## config.mk

```make
export PLATFORM = sky130hd
export DESIGN_NAME = mpr_fxmul
export DESIGN_NICKNAME = d
export VERILOG_FILES = /design/src/hw/rtl/mpr_pkg.sv /design/src/hw/rtl/mpr_fxmul.sv
export SDC_FILE = /design/constraint.sdc
export NUM_CORES = 2
export LEC_CHECK = 0
export ABC_AREA = 1
export CAP_MARGIN = 10
export CORE_ASPECT_RATIO = 1.4
export CORE_MARGIN = 1
export CORE_UTILIZATION = 50
export CTS_CLUSTER_SIZE = 10
export DETAILED_ROUTE_END_ITERATION = 10
export DONT_BUFFER_PORTS = 1
export GPL_TIMING_DRIVEN = 0
export MAX_ROUTING_LAYER = met4
export PLACE_DENSITY = 0.76
export SLEW_MARGIN = 20
export SYNTH_ARGS = -nofsm -noshare
export SYNTH_HDL_FRONTEND = slang
export SYNTH_SLANG_ARGS = --single-unit
export TNS_END_PERCENT = 20
```

## constraint.sdc

```tcl
create_clock -name clk -period 9.51 [get_ports clk]
set_clock_uncertainty 0.2 [all_clocks]
set_input_delay 0 -clock clk [delete_from_list [all_inputs] [get_ports clk]]
set_output_delay 0 -clock clk [all_outputs]
set_load 0.02 [all_outputs]
```

## src/hw/rtl/mpr_pkg.sv

```systemverilog
package mpr_pkg;

	// fixed point format of the plane arithmetic
	localparam int FRAC_BITS = 32;
	localparam int WORD_W    = 64;

	// divider chain geometry
	localparam int SPAN_W    = 39;
	localparam int DIM_W     = 13;
	localparam int DIV_CELLS = SPAN_W;

	// one request moving down the divider chain
	typedef struct packed {
		logic              vld;
		logic [SPAN_W-1:0] num;
		logic [SPAN_W-1:0] quo;
		logic [DIM_W-1:0]  rem;
		logic [DIM_W-1:0]  den;
	} dv_t;

endpackage

```

## src/hw/rtl/mpr_fxmul.sv

```systemverilog
module mpr_fxmul (
	input  logic                               clk,
	input  logic                               arst_n,
	input  logic                               start,
	input  logic signed [mpr_pkg::WORD_W-1:0]  a,
	input  logic signed [mpr_pkg::WORD_W-1:0]  b,
	output logic                               done,
	output logic signed [mpr_pkg::WORD_W-1:0]  res
);

	typedef enum logic [1:0] {M_IDLE, M_MUL, M_NEG, M_SAT} mstate_t;

	localparam int PW = 2 * mpr_pkg::WORD_W;
	localparam int HW = mpr_pkg::WORD_W / 2;

	mstate_t                       state_q;
	logic [mpr_pkg::WORD_W-1:0]    ua_q, ub_q, pp_q;
	logic                          neg_q;
	logic [2:0]                    step_q;
	logic [1:0]                    sh_q;
	logic [PW-1:0]                 acc_q;
	logic                          done_q;
	logic signed [mpr_pkg::WORD_W-1:0] res_q;

	logic [HW-1:0]                 ah, bh;
	logic [PW-1:0]                 pp_sh;
	logic signed [PW-1:0]          shifted;
	logic [PW-mpr_pkg::WORD_W:0]   top;
	logic [mpr_pkg::WORD_W-1:0]    ma, mb;

	// magnitudes, halves and shifted partial product
	always_comb begin
		ma = a[mpr_pkg::WORD_W-1] ? mpr_pkg::WORD_W'(-a) : a;
		mb = b[mpr_pkg::WORD_W-1] ? mpr_pkg::WORD_W'(-b) : b;
		ah = step_q[1] ? ua_q[mpr_pkg::WORD_W-1:HW] : ua_q[HW-1:0];
		bh = step_q[0] ? ub_q[mpr_pkg::WORD_W-1:HW] : ub_q[HW-1:0];
		case (sh_q)
			2'd0:    pp_sh = {{mpr_pkg::WORD_W{1'b0}}, pp_q};
			2'd1:    pp_sh = {{HW{1'b0}}, pp_q, {HW{1'b0}}};
			2'd2:    pp_sh = {pp_q, {mpr_pkg::WORD_W{1'b0}}};
			default: pp_sh = '0;
		endcase
		shifted = $signed(acc_q) >>> mpr_pkg::FRAC_BITS;
		top     = shifted[PW-1:mpr_pkg::WORD_W-1];
	end

	// sequencer: four partial products, sign, then renormalise and saturate
	always_ff @(posedge clk or negedge arst_n) begin
		if (!arst_n) begin
			state_q <= M_IDLE;
			ua_q    <= '0;
			ub_q    <= '0;
			pp_q    <= '0;
			neg_q   <= 1'b0;
			step_q  <= '0;
			sh_q    <= '0;
			acc_q   <= '0;
			done_q  <= 1'b0;
			res_q   <= '0;
		end else begin
			done_q <= (state_q == M_SAT);
			case (state_q)
				M_IDLE: begin
					if (start) begin
						ua_q    <= ma;
						ub_q    <= mb;
						neg_q   <= a[mpr_pkg::WORD_W-1] ^ b[mpr_pkg::WORD_W-1];
						acc_q   <= '0;
						step_q  <= '0;
						state_q <= M_MUL;
					end
				end
				M_MUL: begin
					if (step_q != 3'd4) begin
						pp_q <= ah * bh;
						sh_q <= {1'b0, step_q[1]} + {1'b0, step_q[0]};
					end
					if (step_q != 3'd0) begin
						acc_q <= acc_q + pp_sh;
					end
					step_q <= step_q + 3'd1;
					if (step_q == 3'd4) begin
						state_q <= M_NEG;
					end
				end
				M_NEG: begin
					if (neg_q) begin
						acc_q <= ~acc_q + PW'(1);
					end
					state_q <= M_SAT;
				end
				M_SAT: begin
					if ((&top) || !(|top)) begin
						res_q <= shifted[mpr_pkg::WORD_W-1:0];
					end else if (top[PW-mpr_pkg::WORD_W]) begin
						res_q <= {1'b1, {(mpr_pkg::WORD_W-1){1'b0}}};
					end else begin
						res_q <= {1'b0, {(mpr_pkg::WORD_W-1){1'b1}}};
					end
					state_q <= M_IDLE;
				end
				default: state_q <= M_IDLE;
			endcase
		end
	end

	assign done = done_q;
	assign res  = res_q;

endmodule

```

==> summary.md, run 1 <==
| Metric | Value |
|---|---|
| TritonCTS Buffers | `48` |
| Failing step | `global routing (5_1_grt)` |
| Most common cell in the synthesized netlist | `nand2_1` |
| GRT Util Overall | `60.8%` |
| Synth top area share | `around 25%` |
| Vias in the first global route | `around 84000` |
| Root Driver | `clkbuf_16` |
| Outcome | `did not finish` |
| Standard-cell rows | `roughly 160` |
| Post-CTS Setup Inserts | `0` |
| Post-synth top cells | `nand2_1 (3083), inv_1 (2254), nor2_1 (1560)` |
| Post-synth top area cell | `fa_1` |
| Ranking of synthesized cells by area | `fa_1 (25%), nand2_1 (16%), dfrtp_1 (14%), inv_1 (12%), nor2_1 (8.1%)` |
| IO Pins | `196` |
| Cells after DPL | `12986` |
| Synth Instances | `about 11000` |
| Synth Register Bits | `~400` |
| Synth Cell Area | `slightly above 0.07 mm^2` |
| Deepest clock path buffer count | `3` |
| Async set-reset flop share out of synthesis | `100%` |
| Pin count of the biggest net entering global routing | `394` |
| Placer Congestion | `about 1.3` |
| I/O Buffers | `0` |
| Synth Net Count | `~12000` |
| Global-route wire length before repair | `about 600000 um` |
| H-Tree Level Count | `2` |
| DP Wirelength | `roughly 320000 um` |
| Post-synth EDFFs | `0` |
| Die Height | `approximately 450 um` |
| Clk sink count | `between 300 and 400` |
| Seq/Total Area, Yosys | `between 10 and 15%` |
| Synth warnings | `0` |
| Die width | `between 300 and 400 um` |
| Post-synth top flop | `dfrtp_1` |
| Library cells used by synthesis | `54` |
| Overflow after GRT | `slightly below 70` |
| Syn Area/Cell | `between 6 and 7 um^2` |
| Initial Util | `approximately half` |
| Run Error | `[ERROR GRT-0116] Global routing finished with congestion. Check the congestion regions in the DRC Viewer.` |
## cell families after synthesis
family,Yosys count,synth area share [%]
AO/OA/AOI/OAI,997,7.43
XOR/XNOR,144,1.75
adder cells (fa/ha/maj),1296,31.8
buffers and inverters,2609,13.7
flip-flops,393,13.6
AND/OR/NAND/NOR,5604,31.7
## what timing repair did
item                                    in CTS
hold buffers                               293
endpoints found under the hold margin      525
gates resized for setup                     51
endpoints found under the setup margin      34
## layer usage
metal / GRT overflow / GRT usage (%)
met1: 0 / 59.6
met2: 35 / 84.8
met3: 0 / 28.6
met4: 34 / 64.2
met5: - / -
## through the flow
step / util, % / setup slack, ns / hold WS [ns] / cell area [um^2]
floorplan: - / 1.97 / -0.496 / 72200
global placement: 52.2 / -1.46 / -0.476 / 74600
detailed placement: 52.6 / -0.499 / -0.480 / 75200
CTS: 55.7 / 0.0242 / 0.000351 / 79600
==> run 2: changes to the inputs <==
Settings changed: CORE_ASPECT_RATIO 1.4 to default, CORE_UTILIZATION 50 to 35, CTS_CLUSTER_SIZE 10 to default, MAX_ROUTING_LAYER met4 to default, PLACE_DENSITY 0.76 to default, PLACE_DENSITY_LB_ADDON from default to 0.15.
==> run 2 against run 1 <==
  * The flow now finishes without violations
  * Synthesized cell count did not move
  * Synthesized area unchanged
==> summary.md, run 2 <==
| Metric | Value |
|---|---|
| RSZ-0062 raised after global routing | `true` |
| Synth Instances | `between 10000 and 15000` |
| Placement Cell Area | `about 0.076 mm^2` |
| Drt drc | `0` |
| Post-synth top cells | `nand2_1 (3083), inv_1 (2254), nor2_1 (1560)` |
| Crit end category | `flop` |
| Critical Path AT | `around 10 ns` |
| Final Util | `40.1%` |
| Dpl ws | `-0.888 ns` |
| Share of layout cells above drive strength 1 | `approximately 4.7%` |
| Nets@finish | `between 10000 and 15000` |
| Final Instance Area | `0.0821 mm^2` |
| Clk sink count | `393` |
| Overflow after GRT | `0` |
| Fillers | `~23000` |
| Setup ws final | `approximately 0.13 ns` |
| Placer Congestion | `between 1 and 1.5` |
| Later-pin clock latency in the skew report | `0.72 ns` |
| Fin crit period | `between 9 and 10 ns` |
| GRT Util Overall | `39.5%` |
| Synth top area share | `between 20% and 30%` |
| Die Height | `456 um` |
| Seq/Total Area, Yosys | `between 10% and 20%` |
| Post-synth top flop | `dfrtp_1` |
| Most frequent cells in the layout | `nand2_1 (3083), inv_1 (2250), nor2_1 (1558), fa_1 (897), nand3_1 (487)` |
| IO Pins | `approximately 200` |
| Routed WL | `about 420000 um` |
| Vias in the first global route | `between 70000 and 80000` |
| Final hold vios | `0` |
| Most flops, register | `acc_q` |
| Hold Path Class | `in2reg` |
| Max Slew Vio Count | `0` |
| Critical path class | `reg2reg` |
| Async set-reset flop share out of synthesis | `between 90% and 100%` |
| Ranking of synthesized cells by area | `fa_1 (25%), nand2_1 (16%), dfrtp_1 (14%), inv_1 (12%), nor2_1 (8.1%)` |
| Deepest clock path buffer count | `3` |
| Die outline area | `0.208 mm^2` |
| Most common cell in the synthesized netlist | `nand2_1` |
| DR vias | `77492` |
| Clock transition at the registers of the reported paths | `0.08 ns` |
| Synth Cell Area | `just over 0.07 mm^2` |
| Syn Area/Cell | `6.54 um^2` |
| DRT Pass-1 Iters | `8` |
| Crit share post-route | `98.6%` |
| DP Wirelength | `between 300000 and 400000 um` |
| Worst Tran Pin Value | `~1.4 ns` |
| Data required, critical path | `about 9.9 ns` |
| Largest register FFs | `roughly 130` |
| Via density | `5.44` |
| Antenna-violating nets left | `0` |
| Post-synth top area cell | `fa_1` |
| H-Tree Level Count | `2` |
| Crit path launch type | `flop` |
| CTS tree | `yes` |
| Library cells used by synthesis | `54` |
| Max FO, Critical Path | `10` |
| Core box area | `approximately 0.20 mm^2` |
| Fmax | `~110 MHz` |
| Area grow syn2layout | `13.7%` |
| Synth warnings | `0` |
| Post-synth EDFFs | `0` |
| Pin count of the biggest net entering global routing | `394` |
| Worst rel slew slack | `under 10%` |
| I/O Buffers | `0` |
| Initial Util | `35.3%` |
| Wire per inst | `29.4 um` |
| Synth Register Bits | `approximately 390` |
| Commonest non-fill, non-tap cell in the layout | `nand2_1` |
| Die width | `between 400 and 500 um` |
| Outcome | `finished clean` |
| # setup viols final | `0` |
| DR iter-0 viols | `between 9000 and 10000` |
| Initial antenna violation count | `between 50 and 60` |
| Global-route wire length before repair | `around 570000 um` |
| Root Driver | `clkbuf_16` |
| Standard-cell rows | `166` |
| Max-Cap Viols | `0` |
| TritonCTS Buffers | `53` |
| Synth Net Count | `between 10000 and 15000` |
-- run 2: cell counts after synthesis --
Identical to the previous run, type by type.
-- run 2: routing by layer --
layer  GRT usage, %  part of all wire, %  vias to the layer above
met5          0.758                0.085                        -
met4           11.0                  3.2                       20
met3           12.3                   12                      528
met2           53.9                   39                     3995
met1           58.7                   46                    38607
li1               -                    -                    34342
-- run 2: path summary, 6_finish.rpt --
path | cells past startpoint | slack (ns) | start | to
max | 27 | 0.13 | step_q[1] | pp_q[62]
min | 5 | 0.07 | b[54] | ub_q[58]
max reg2reg | 27 | 0.13 | step_q[1] | pp_q[62]
min reg2reg | 2 | 0.27 | ub_q[53] | ub_q[53]
max in group asynchronous | 4 | 7.84 | arst_n | pp_q[10]
min in group asynchronous | 3 | 0.16 | arst_n | res[45]
-- run 2: cells by family after synthesis --
group / synth area share, %
buffers and inverters: 13.7
AOI/OAI and AO/OA: 7.43
adders and majority gates: 31.8
xor gates and xnor gates: 1.75
and+or+nand+nor: 31.7
DFF: 13.6
-- run 2: final cells by class --
type / instances / area [um^2] / share of cell area (%)
tap: 2688 / 3360 / 4.10
buffer: 307 / 1480 / 1.80
inverter: 2291 / 8650 / 10.5
clock buffer: 71 / 1500 / 1.83
antenna: 26 / 65.1 / 0.0792
sequential: 393 / 9830 / 12.0
timing repair buffer: 393 / 4090 / 4.98
multi-input combinational: 8041 / 52800 / 64.3
clock inverter: 25 / 300 / 0.366
-- run 2: per-stage QoR --
| stage | instances | TNS, ns | hold slack [ns] |
|---|---|---|---|
| floorplan | 11043 | 0 | -0.496 |
| global placement | 13731 | -56.23 | -0.488 |
| detailed placement | 13759 | -22.91 | -0.487 |
| CTS | 14198 | 0 | 0.0207 |
| global route | 14217 | -0.0840 | 0.103 |
| finish | 14235 | 0 | 0.0706 |
-- run 2: repair_timing --
action	in CTS	in global routing
setup endpoints to repair	43	36
pin swaps	1	2
hold endpoints to repair	525	33
resized for setup	100	180
hold buffers	345	1
setup buffers	4	12
-- run 2: critical path, cell delays in order, from the launching register on --
cell and delay [ns]:
dfrtp_1 0.46, buf_2 0.23, o21ai_2 0.59, clkinv_2 0.47, clkbuf_1 0.61, nand2_1 0.25, fa_1 0.47, fa_1 0.53
fa_1 0.51, fa_1 0.55, inv_1 0.08, fa_1 0.57, fa_1 0.44, fa_1 0.55, inv_1 0.07, fa_1 0.48
inv_1 0.04, ha_1 0.39, nand2_1 0.12, o21a_1 0.23, o21ai_0 0.39, a21oi_1 0.23, nor2_1 0.34, nor2_1 0.10
nand2_1 0.08, nand2_1 0.06, nand3_1 0.07, o21ai_0 0.10
Power of run 2 is not shown: default switching activity piles up to over one toggle a cycle in this logic, so the estimate is an artifact.
