**src/hw/rtl/mpr_pkg.sv**
```systemverilog
package mpr_pkg;

	// fixed point format of the plane arithmetic
	localparam int FRAC_BITS = 32;
	localparam int WORD_W    = 64;

	// divider chain geometry
	localparam int SPAN_W    = 39;
	localparam int DIM_W     = 13;
	localparam int DIV_CELLS = SPAN_W;

	// one request moving down the divider chain
	typedef struct packed {
		logic              vld;
		logic [SPAN_W-1:0] num;
		logic [SPAN_W-1:0] quo;
		logic [DIM_W-1:0]  rem;
		logic [DIM_W-1:0]  den;
	} dv_t;

endpackage

```
**src/hw/rtl/mpr_div_cell.sv**
```systemverilog
module mpr_div_cell (
	input  logic          clk,
	input  logic          arst_n,
	input  mpr_pkg::dv_t  din,
	output mpr_pkg::dv_t  dout
);

	logic [mpr_pkg::DIM_W:0]   trial;
	logic                      ge;
	logic [mpr_pkg::DIM_W-1:0] rem_nxt;
	logic                      vld_q;
	mpr_pkg::dv_t              pay_q;

	// one restoring step: bring down the next dividend bit and try the divisor
	always_comb begin
		trial   = {din.rem, din.num[mpr_pkg::SPAN_W-1]};
		ge      = (trial >= {1'b0, din.den});
		rem_nxt = ge ? mpr_pkg::DIM_W'(trial - {1'b0, din.den}) : trial[mpr_pkg::DIM_W-1:0];
	end

	always_ff @(posedge clk or negedge arst_n) begin
		if (!arst_n) begin
			vld_q <= 1'b0;
		end else begin
			vld_q <= din.vld;
		end
	end

	// payload hands on to the neighbor every cycle
	always_ff @(posedge clk) begin
		pay_q.vld <= 1'b0;
		pay_q.num <= {din.num[mpr_pkg::SPAN_W-2:0], 1'b0};
		pay_q.quo <= {din.quo[mpr_pkg::SPAN_W-2:0], ge};
		pay_q.rem <= rem_nxt;
		pay_q.den <= din.den;
	end

	always_comb begin
		dout     = pay_q;
		dout.vld = vld_q;
	end

endmodule

```
**config.mk**
```make
export PLATFORM = sky130hd
export DESIGN_NAME = mpr_div_cell
export DESIGN_NICKNAME = d
export VERILOG_FILES = /design/src/hw/rtl/mpr_pkg.sv /design/src/hw/rtl/mpr_div_cell.sv
export SDC_FILE = /design/constraint.sdc
export NUM_CORES = 1
export LEC_CHECK = 0
export BUFFER_PORTS_ARGS = -buffer_cell sky130_fd_sc_hd__clkbuf_2
export CAP_MARGIN = 20
export CORE_AREA = 2 2 94 96
export DETAILED_ROUTE_END_ITERATION = 12
export DIE_AREA = 0 0 96 98
export PLACE_DENSITY = 0.74
export SETUP_SLACK_MARGIN = 0.1
export SLEW_MARGIN = 25
export SYNTH_ARGS = -nofsm -noshare
export SYNTH_HDL_FRONTEND = slang
export SYNTH_SLANG_ARGS = --single-unit
```
**constraint.sdc**
```tcl
create_clock -name clk -period 0.8 [get_ports clk]
set_input_delay 0.12 -clock clk [delete_from_list [all_inputs] [get_ports clk]]
set_output_delay 0.12 -clock clk [all_outputs]
set_load 0.01 [all_outputs]
```
; Word level (Yosys, flattened, before mapping)
; Cells that the tools add are included.
[totals]
regBits = 104
inputBits = 107
output_inout_bits = 105
wordCells = 8
[op_classes]
addsub = 1
magnitude_cmp = 1
mux = 1
[ops]
columns = op, n
row1 = >= comparator 14 x 13 -> 1 bit, 1
row2 = two-way mux 13 bit, 1
row3 = subtractor 13 bit, 1

; Longest topological paths before layout
; Gate-level depths: netlist (run 1).
[depth]
ltp_word = 2
depth_mapped = 10

; Worst setup path after synthesis (run 1)
; No wires, ideal clock.
[synth_path]
kind = in2reg
from = input port din[103] (netlist bit)
to = register pay_q, in the netlist dout[18]
setup_time_ps = 121
arrival_time_ps = 1965
required_time_ps = 679
slack_ps = -1287
cell_stages = 10
path_cell_list = inv_1 > ha_1 > fa_1 > nand2b_1 > a21oi_2 > o21ai_2 > a211oi_2 > o32a_2 > buf_12 > mux2_4
[synth_between]
elab_chain_cells = 2
elab_cells_between_ends = 3
cone_classes = add/sub: 1 / order compare: 1 / mux: 1
[synth_rtl]
columns = item, line
row1 = start: declaration, mpr_div_cell.sv:4  ; input mpr_pkg::dv_t din,
row2 = >= comparator 14 x 13 -> 1 bit, mpr_div_cell.sv:17  ; ge = (trial >= {1'b0, din.den});
row3 = net ge, mpr_div_cell.sv:9  ; logic ge;
row4 = two-way mux 13 bit, mpr_div_cell.sv:18  ; rem_nxt = ge ? mpr_pkg::DIM_W'(trial - {1'b0, din.den}) : trial[mpr_pkg::DIM_W-1:0];
row5 = net rem_nxt (one bit), mpr_div_cell.sv:10  ; logic [mpr_pkg::DIM_W-1:0] rem_nxt;
row6 = end: declaration, mpr_div_cell.sv:12  ; mpr_pkg::dv_t pay_q;
; The timed path passes the listed nets, and every way through them passes these cells.

; Worst setup path in the final report (run 1)
[layout_path]
from = input port din[103] (netlist bit)
to = register pay_q, in the netlist dout[16]
[layout_between]
elab_chain_cells = 2
elab_cells_between_ends = 3
cone_classes = add/sub: 1 / order compare: 1 / mux: 1
[layout_rtl]
columns = item, line
row1 = subtractor 13 bit / >= comparator 14 x 13 -> 1 bit (equally long branches), "mpr_div_cell.sv:18, mpr_div_cell.sv:17"
row2 = two-way mux 13 bit *, mpr_div_cell.sv:18
row3 = net rem_nxt (one bit), mpr_div_cell.sv:10
; The timed path passes the listed nets; every way through them passes the cells marked *.

==> results of run 1 <==
-- cell type report --
cell class                 count  share of cell area (%)
multi-input combinational     94                    14.1
timing repair buffer         329                    44.0
inverter                      15                    1.12
tap                          108                    2.20
clock inverter                 6                    1.02
clock buffer                  10                    2.08
sequential                   104                    35.5
-- sequential cells by signal, summed over array words and instances (netlist names) --
signal and flops:
vld_q 1, dout 103
-- per-stage QoR --
stage | std cells | setup TNS, ns | instance area [sq um]
after floorplan | 215 | -15.06 | 3010
after global placement | 556 | -18.83 | 4360
after detailed placement | 556 | -19.72 | 4360
after CTS | 666 | -30.18 | 5600
after global routing | 666 | -31.89 | 6150
final | 666 | -28.06 | 6150
-- power by group through the flow --
stage / Sequential [mW] / Clock, mW / Combinational, mW
after floorplan: 5.99 / 0 / 0.701
after CTS: 5.70 / 3.22 / 2.33
after global routing: 5.86 / 3.48 / 2.91
after global placement: 5.80 / 0 / 1.79
final: 5.84 / 3.24 / 2.75
after detailed placement: 5.80 / 0 / 1.86
-- repair_timing --
item	in CTS	in global routing
pin swaps	2	1
setup buffers	2	0
resized for setup	34	248
gates cloned	1	0
endpoints found under the hold margin	100	7
setup endpoints to repair	118	118
-- cell usage in the layout, fill, tap and decap left out, types with 2 or more instances in the layout --
master and instances:
nand2_1 4, nor2b_1 2, buf_6 74, o21ai_0 4
xor2_1 5, nor3_1 2, inv_6 3, clkbuf_2 106
inv_1 14, o32a_4 2, buf_8 5, dfxtp_2 77
nand2b_1 2, clkbuf_8 9, dfxtp_1 26, buf_2 24
dlygate4sd3_1 91, mux2_4 11, nand3_1 2, a211oi_1 2
nor2_1 8, xnor2_1 4, ha_1 12, buf_4 28
a21oi_1 8, a21o_1 2
-- routing by layer --
metal | part of all wire (%) | track usage, % | up-vias | routed length, microns
li1 | - | - | 1388 | -
met1 | 35 | 24.6 | 1414 | 4640
met2 | 50 | 42.2 | 165 | 6670
met3 | 8.5 | 6.64 | 57 | 1120
met4 | 6.2 | 12.0 | 0 | 816
met5 | 0 | 0 | - | 0
-- cell families (layout without fill, tap and decap cells) --
kind of cell,after synthesis,after routing,share of synthesized area [%]
compound gates,26,27,5.97
flops,104,104,70.6
other cells,1,1,0.127
mux,13,13,5.76
xor+xnor,9,9,2.67
buf+inv,18,360,3.09
simple gates,30,30,5.59
fa+ha+maj,14,14,6.18
-- how the worst max path moves through the flow --
| stage | from | to | slack, ns | cells after the start |
|---|---|---|---|---|
| floorplan | din[103] | dout[18] | -1.16 | 10 |
| global placement | din[103] | dout[25] | -1.39 | 10 |
| detailed placement | din[103] | dout[16] | -1.47 | 10 |
| CTS | din[103] | dout[16] | -1.04 | 10 |
| global route | din[103] | dout[16] | -1.04 | 10 |
| finish | din[103] | dout[16] | -1.0 | 10 |
==> metrics, run 1 <==
number of synthesized register bits ~100; routed vias 3024; Worst Hold Endpoint dout[17]; Root Buffer clkbuf_8; Die H 98 microns; clk sinks 104; Worst path top cell family by delay compound AO/OA/AOI/OAI gates; vias per inst 4.54; # diodes 0; final slew viol count 0; Setup violations, final 118; failing checks hold timing, setup timing; Static Leak 2.99 nW; Logic pwr share about a quarter; P per Cell Area 1920 mW/mm^2; HP Class in -> reg; Inserted Clock Buffers 9; top cells by count, synth 103 x dfxtp_1, 15 x inv_1, 13 x ha_1; clock power share 27.4%; Synth Flop Type dfxtp_1; clock buffer depth 2; Worst path slowest cell fa_2; Max Cap Violations 0; Seq pwr share between 40% and 50%; Yosys top cell area share a little over two thirds; Final Cycle Share 225%; CP endpoint kind flip-flop; syn_area_per_cell 13.7 sq um; cell taking the most area after synthesis dfxtp_1; pre-CTS WS -1.47 ns; 1st-iter DRT viols 86; hold path cells 2; dpl hpwl 7.10 mm; row count 34; syn_nets 336; Critical Path Max Stage Delay between 0.3 and 0.4 ns; Peak Freq 557 MHz; Cell Int Power 8.51 mW; vias in the first global route approximately 3.1k; worst path arrival time just over 2 ns; sequential element share of the synthesized area 70.6%; All-Layer GR Usage a little under a quarter; largest cells by area after synthesis dfxtp_1 70%, ha_1 5.5%, mux2_4 3.6%; first-pass GRT wire length 16.4 mm; Port Buffers about 210; routability cong. 0.752; Post-Syn Instances 215; Layout Nets 674; core area 0.00847 sq mm; status complete, but fails checks; Area Overhead vs Synth 108%; clock slew at reported path FFs around 0.11 ns; # fillers 498; Initial DRT Pass Iterations 4; CTS tree yes; Initial Utilization 34.9%; Crit Path Category in -> reg; Die Wd between 90 and 100 microns; PnR worst setup slack -0.996 ns; quantity of hold-fixing buffers added after cts 91; largest net degree at the start of global routing 20; crit-path max FO 6; Netlist cell types 43; Ports 212; Final Critical Period 1.80 ns; Async SR Flop Fraction less than 1%; EDFF count, synth 0; # DRC 0; Pwr Total ~12 mW; full die area 0.00941 sq mm; crit path cell chain clkbuf_16 -> inv_12 -> ha_4 -> fa_2 -> nand2b_4 -> a21oi_4 -> o21ai_2 -> a211oi_4 -> o32a_4 -> mux2_4; most frequent cell after synthesis dfxtp_1; HP Start din[16]; storage element area 0.00218 sq mm; final hold violations 1; post-layout util between 70 and 80%; Bufs and invs on worst path 2; worst IR drop on VDD 0.905 mV; H-tree depth 3; DRT antenna net count 0; layout cell share with drive strength beyond 1 63.3%; CP Data Required Time 1.06 ns; antenna violations before repair 0; multi-input logic area 867 sq um; final wirelength 13.2 mm; Cell Area, Synth around 0.003 sq mm; drt wl/cell between 15 and 20 microns; P_sw 3.32 mW; Switching Fraction 28.1%; Synth warnings 0; Fin Hold WS -0.00377 ns; total gr overflow 0; RSZ-0062 raised after global routing yes; critical path launch point type input port
Power figures use the tool's default switching activity.
==> inputs of run 2 (changes only) <==
- ABC_AREA: unset -> 1
- CORE_AREA: 2 2 94 96 -> 2 2 99 101
- DIE_AREA: 0 0 96 98 -> 0 0 101 103
- PLACE_DENSITY: 0.74 -> 0.72
==> run 2 against run 1 <==
Effect of this change: the flow finishes with violations (setup timing); maximum frequency grew 47%; area after synthesis grew 12%; first-iteration DRC count grew 72%; highest routed layer unchanged.
==> metrics, run 2 <==
Worst path top cell family by delay simple AND/OR/NAND/NOR gates; number of synthesized register bits 104 (unchanged); PnR worst setup slack -0.420 ns (+0.576 ns); # fillers 566 (+14%); storage element area 0.00218 sq mm (about the same); crit path cell chain clkbuf_2 -> inv_1 -> ha_2 -> nand2_4 -> inv_2 -> nand2_2 -> nor2_4 -> nand3_4 -> nand3_4 -> buf_12 -> buf_12 -> nand2_2 -> o21ai_2; Compound-Gate Fraction of Synth Area 2.96% (-3.0 points); Crit path depth 13 (+3); most frequent cells in the layout 102 x clkbuf_2, 92 x dlygate4sd3_1, 75 x dfxtp_2, 74 x buf_6, 51 x nand2_1; largest net degree at the start of global routing 19 (-5.0%); Synth Area in Simple Gates 18.3% (+13 points); Setup violations, final 118 (unchanged); post-synthesis adder-cell area fraction 5.53% (-0.65 points); P per Cell Area 1800 mW/mm^2 (-6.5%); syn_area_per_cell 10.3 sq um (-25%); H-tree depth 3 (unchanged); Initial Utilization 34.9% (about the same); All-Layer GR Usage 23.5% (-0.16 points); largest cells by area after synthesis dfxtp_1 62%, nand2_1 7.7%, inv_1 5.8%; vias per inst 4.48 (-1.2%); pre-CTS WS -0.848 ns (+0.625 ns); HP Start din[14]; Netlist cell types 25 (-42%); Post-Syn Instances 319 (+48%); Max Cap Violations 0 (unchanged); Logic pwr share 25.4% (+2.1 points); Peak Freq 819 MHz (+47%); Pwr Total 12.4 mW (+5.2%); Final Cycle Share 153% (-72 points); wire length on met2 7.56 mm (+13%); Inserted Clock Buffers 9 (unchanged); Initial DRT Pass Iterations 4 (unchanged); worst path arrival time 1.52 ns (-0.54 ns); DRT antenna net count 0 (unchanged); total gr overflow 0 (unchanged); EDFF count, synth 0 (unchanged); P_sw 3.56 mW (+7.2%); most frequent cell after synthesis dfxtp_1; Area Overhead vs Synth 110%; worst IR drop on VDD 0.981 mV (+8.3%); syn_nets 440 (+31%); clock buffer depth 2 (unchanged); # DRC 0 (unchanged); status complete, but fails checks; CP Data Required Time 1.10 ns (+0.04 ns); routed vias 3556 (+18%); crit-path max FO 6 (unchanged); HP Class in -> reg; Static Leak 3.46 nW (+16%); hold path cells 3 (+1); drt wl/cell 18.4 microns (-7.5%); Cell Int Power 8.89 mW (+4.4%); final hold violations 0 (-1); vias in the first global route 3566 (+16%); Port Buffers 209 (unchanged); failing checks setup timing; most common cell after layout, fill and taps aside clkbuf_2; RSZ-0062 raised after global routing yes; first-pass GRT wire length 18.3 mm (+12%); routability cong. 0.866 (+15%); CP endpoint kind flip-flop; Critical Path Max Stage Delay 0.35 ns (about the same); Synth Flop Type dfxtp_1; Layout Nets 794 (+18%); Worst path slowest cell ha_2; Die Wd 101 microns (+5.2%); Root Buffer clkbuf_8; row count 36 (+5.9%); critical path launch point type input port; multi-input logic area 0.00122 sq mm (+40%); Ports 212 (unchanged); cell taking the most area after synthesis dfxtp_1; Die H 103 microns (+5.1%); Crit Path Category in -> reg; top layer in use met4; full die area 0.0104 sq mm (+11%); Met1 Wirelength 5.19 mm (+12%); worst setup path start din[6]; DR WL met3 1.16 mm (+3.6%); top cells by count, synth 103 x dfxtp_1, 68 x nand2_1, 51 x inv_1; Final Critical Period 1.22 ns (-0.576 ns); final slew viol count 0 (unchanged); clock power share 27.8% (+0.4 points); Bufs and invs on worst path 5 (+3); sequential element share of the synthesized area 63.2% (-7.4 points); Fin Hold WS 0.00386 ns (+0.00763 ns); Seq pwr share 46.7% (-2.6 points); final wirelength 14.6 mm (+10%); 1st-iter DRT viols 148 (+72%); clk sinks 104 (unchanged); antenna violations before repair 1 (+1); clock slew at reported path FFs 0.10 ns (about the same); CTS tree yes; Post-Synth XOR/XNOR Area 1.59% (-1.1 points); Yosys top cell area share 62.5% (-7.3 points); layout cell share with drive strength beyond 1 63.9% (+0.60 points); Switching Fraction 28.6% (+0.54 points); max FFs per register 103 (unchanged); Synth warnings 0 (unchanged); core area 0.00946 sq mm (+12%); dpl hpwl 8.05 mm (+13%); Cell Area, Synth 0.00330 sq mm (+12%); multiplexer area fraction after synthesis 0% (-5.8 points); largest family of logic cells by synthesized area simple AND/OR/NAND/NOR gates; Async SR Flop Fraction 0.962% (unchanged)
-- run 2: cell types whose count changed after synthesis, sizes merged, moves of 4 or more --
cell	before	now
nand4	1	11
mux2	11	0
inv	15	57
a21oi	9	5
nand2	4	80
nand3	2	18
-- run 2: final cells by class --
cell class              instances  share of cell area, %
clock buffers                  10                   1.85
inverters                      57                   3.38
well taps                     114                   2.06
multi-input cells             153                   17.6
repair buffers                348                   42.4
diodes                          1                 0.0362
flip-flops and latches        104                   31.6
clock inverters                 6                   1.07
-- run 2: logic make-up after synthesis --
group / Yosys count
other: 1
adder cells (fa/ha/maj): 14
buffers and inverters: 62
flip-flops: 104
AND/OR/NAND/NOR: 120
XOR/XNOR: 6
AO/OA/AOI/OAI: 12
-- run 2: worst paths after layout --
path,endpoint,slack (ns)
max,dout[13],-0.42
min,dout[15],0.004
max in group asynchronous,vld_q,0.66
min in group asynchronous,vld_q,0.06
-- run 2: power groups by stage --
stage | Clock, mW | Combinational, mW | Sequential (mW)
final | 3.46 | 3.17 | 5.82
after CTS | 3.43 | 2.65 | 5.69
after global placement | 0 | 2.03 | 5.79
after global routing | 3.76 | 3.38 | 5.84
after floorplan | 0 | 0.881 | 5.96
after detailed placement | 0 | 2.07 | 5.79
-- run 2: per-layer routing --
metal / vias to the layer above / track usage, %
met1: 1632 / 23.8
li1: 1683 / -
met3: 55 / 7.73
met2: 186 / 42.5
met4: 0 / 13.2
met5: - / 0
-- run 2: stage by stage --
stage	setup TNS [ns]	cell area (sq um)	util, %	instances
floorplan	-7.58	3480	-	319
global placement	-10.85	4890	51.7	672
detailed placement	-11.58	4890	51.7	672
CTS	-21.43	6280	66.4	787
global route	-24.41	6920	73.1	793
finish	-20.22	6920	73.1	793
-- run 2: worst min-delay path, cell delays in order --
cell	delay (ns)
clkbuf_2	0.11
inv_1	0.07
o21ai_2	0.05
-- run 2: timing repair --
item,CTS,global route
gates resized for setup,52,263
setup buffers,8,4
hold buffers,91,1
setup endpoints to repair,118,118
gates cloned,1,0
hold endpoints to repair,91,1
pin swaps,8,15
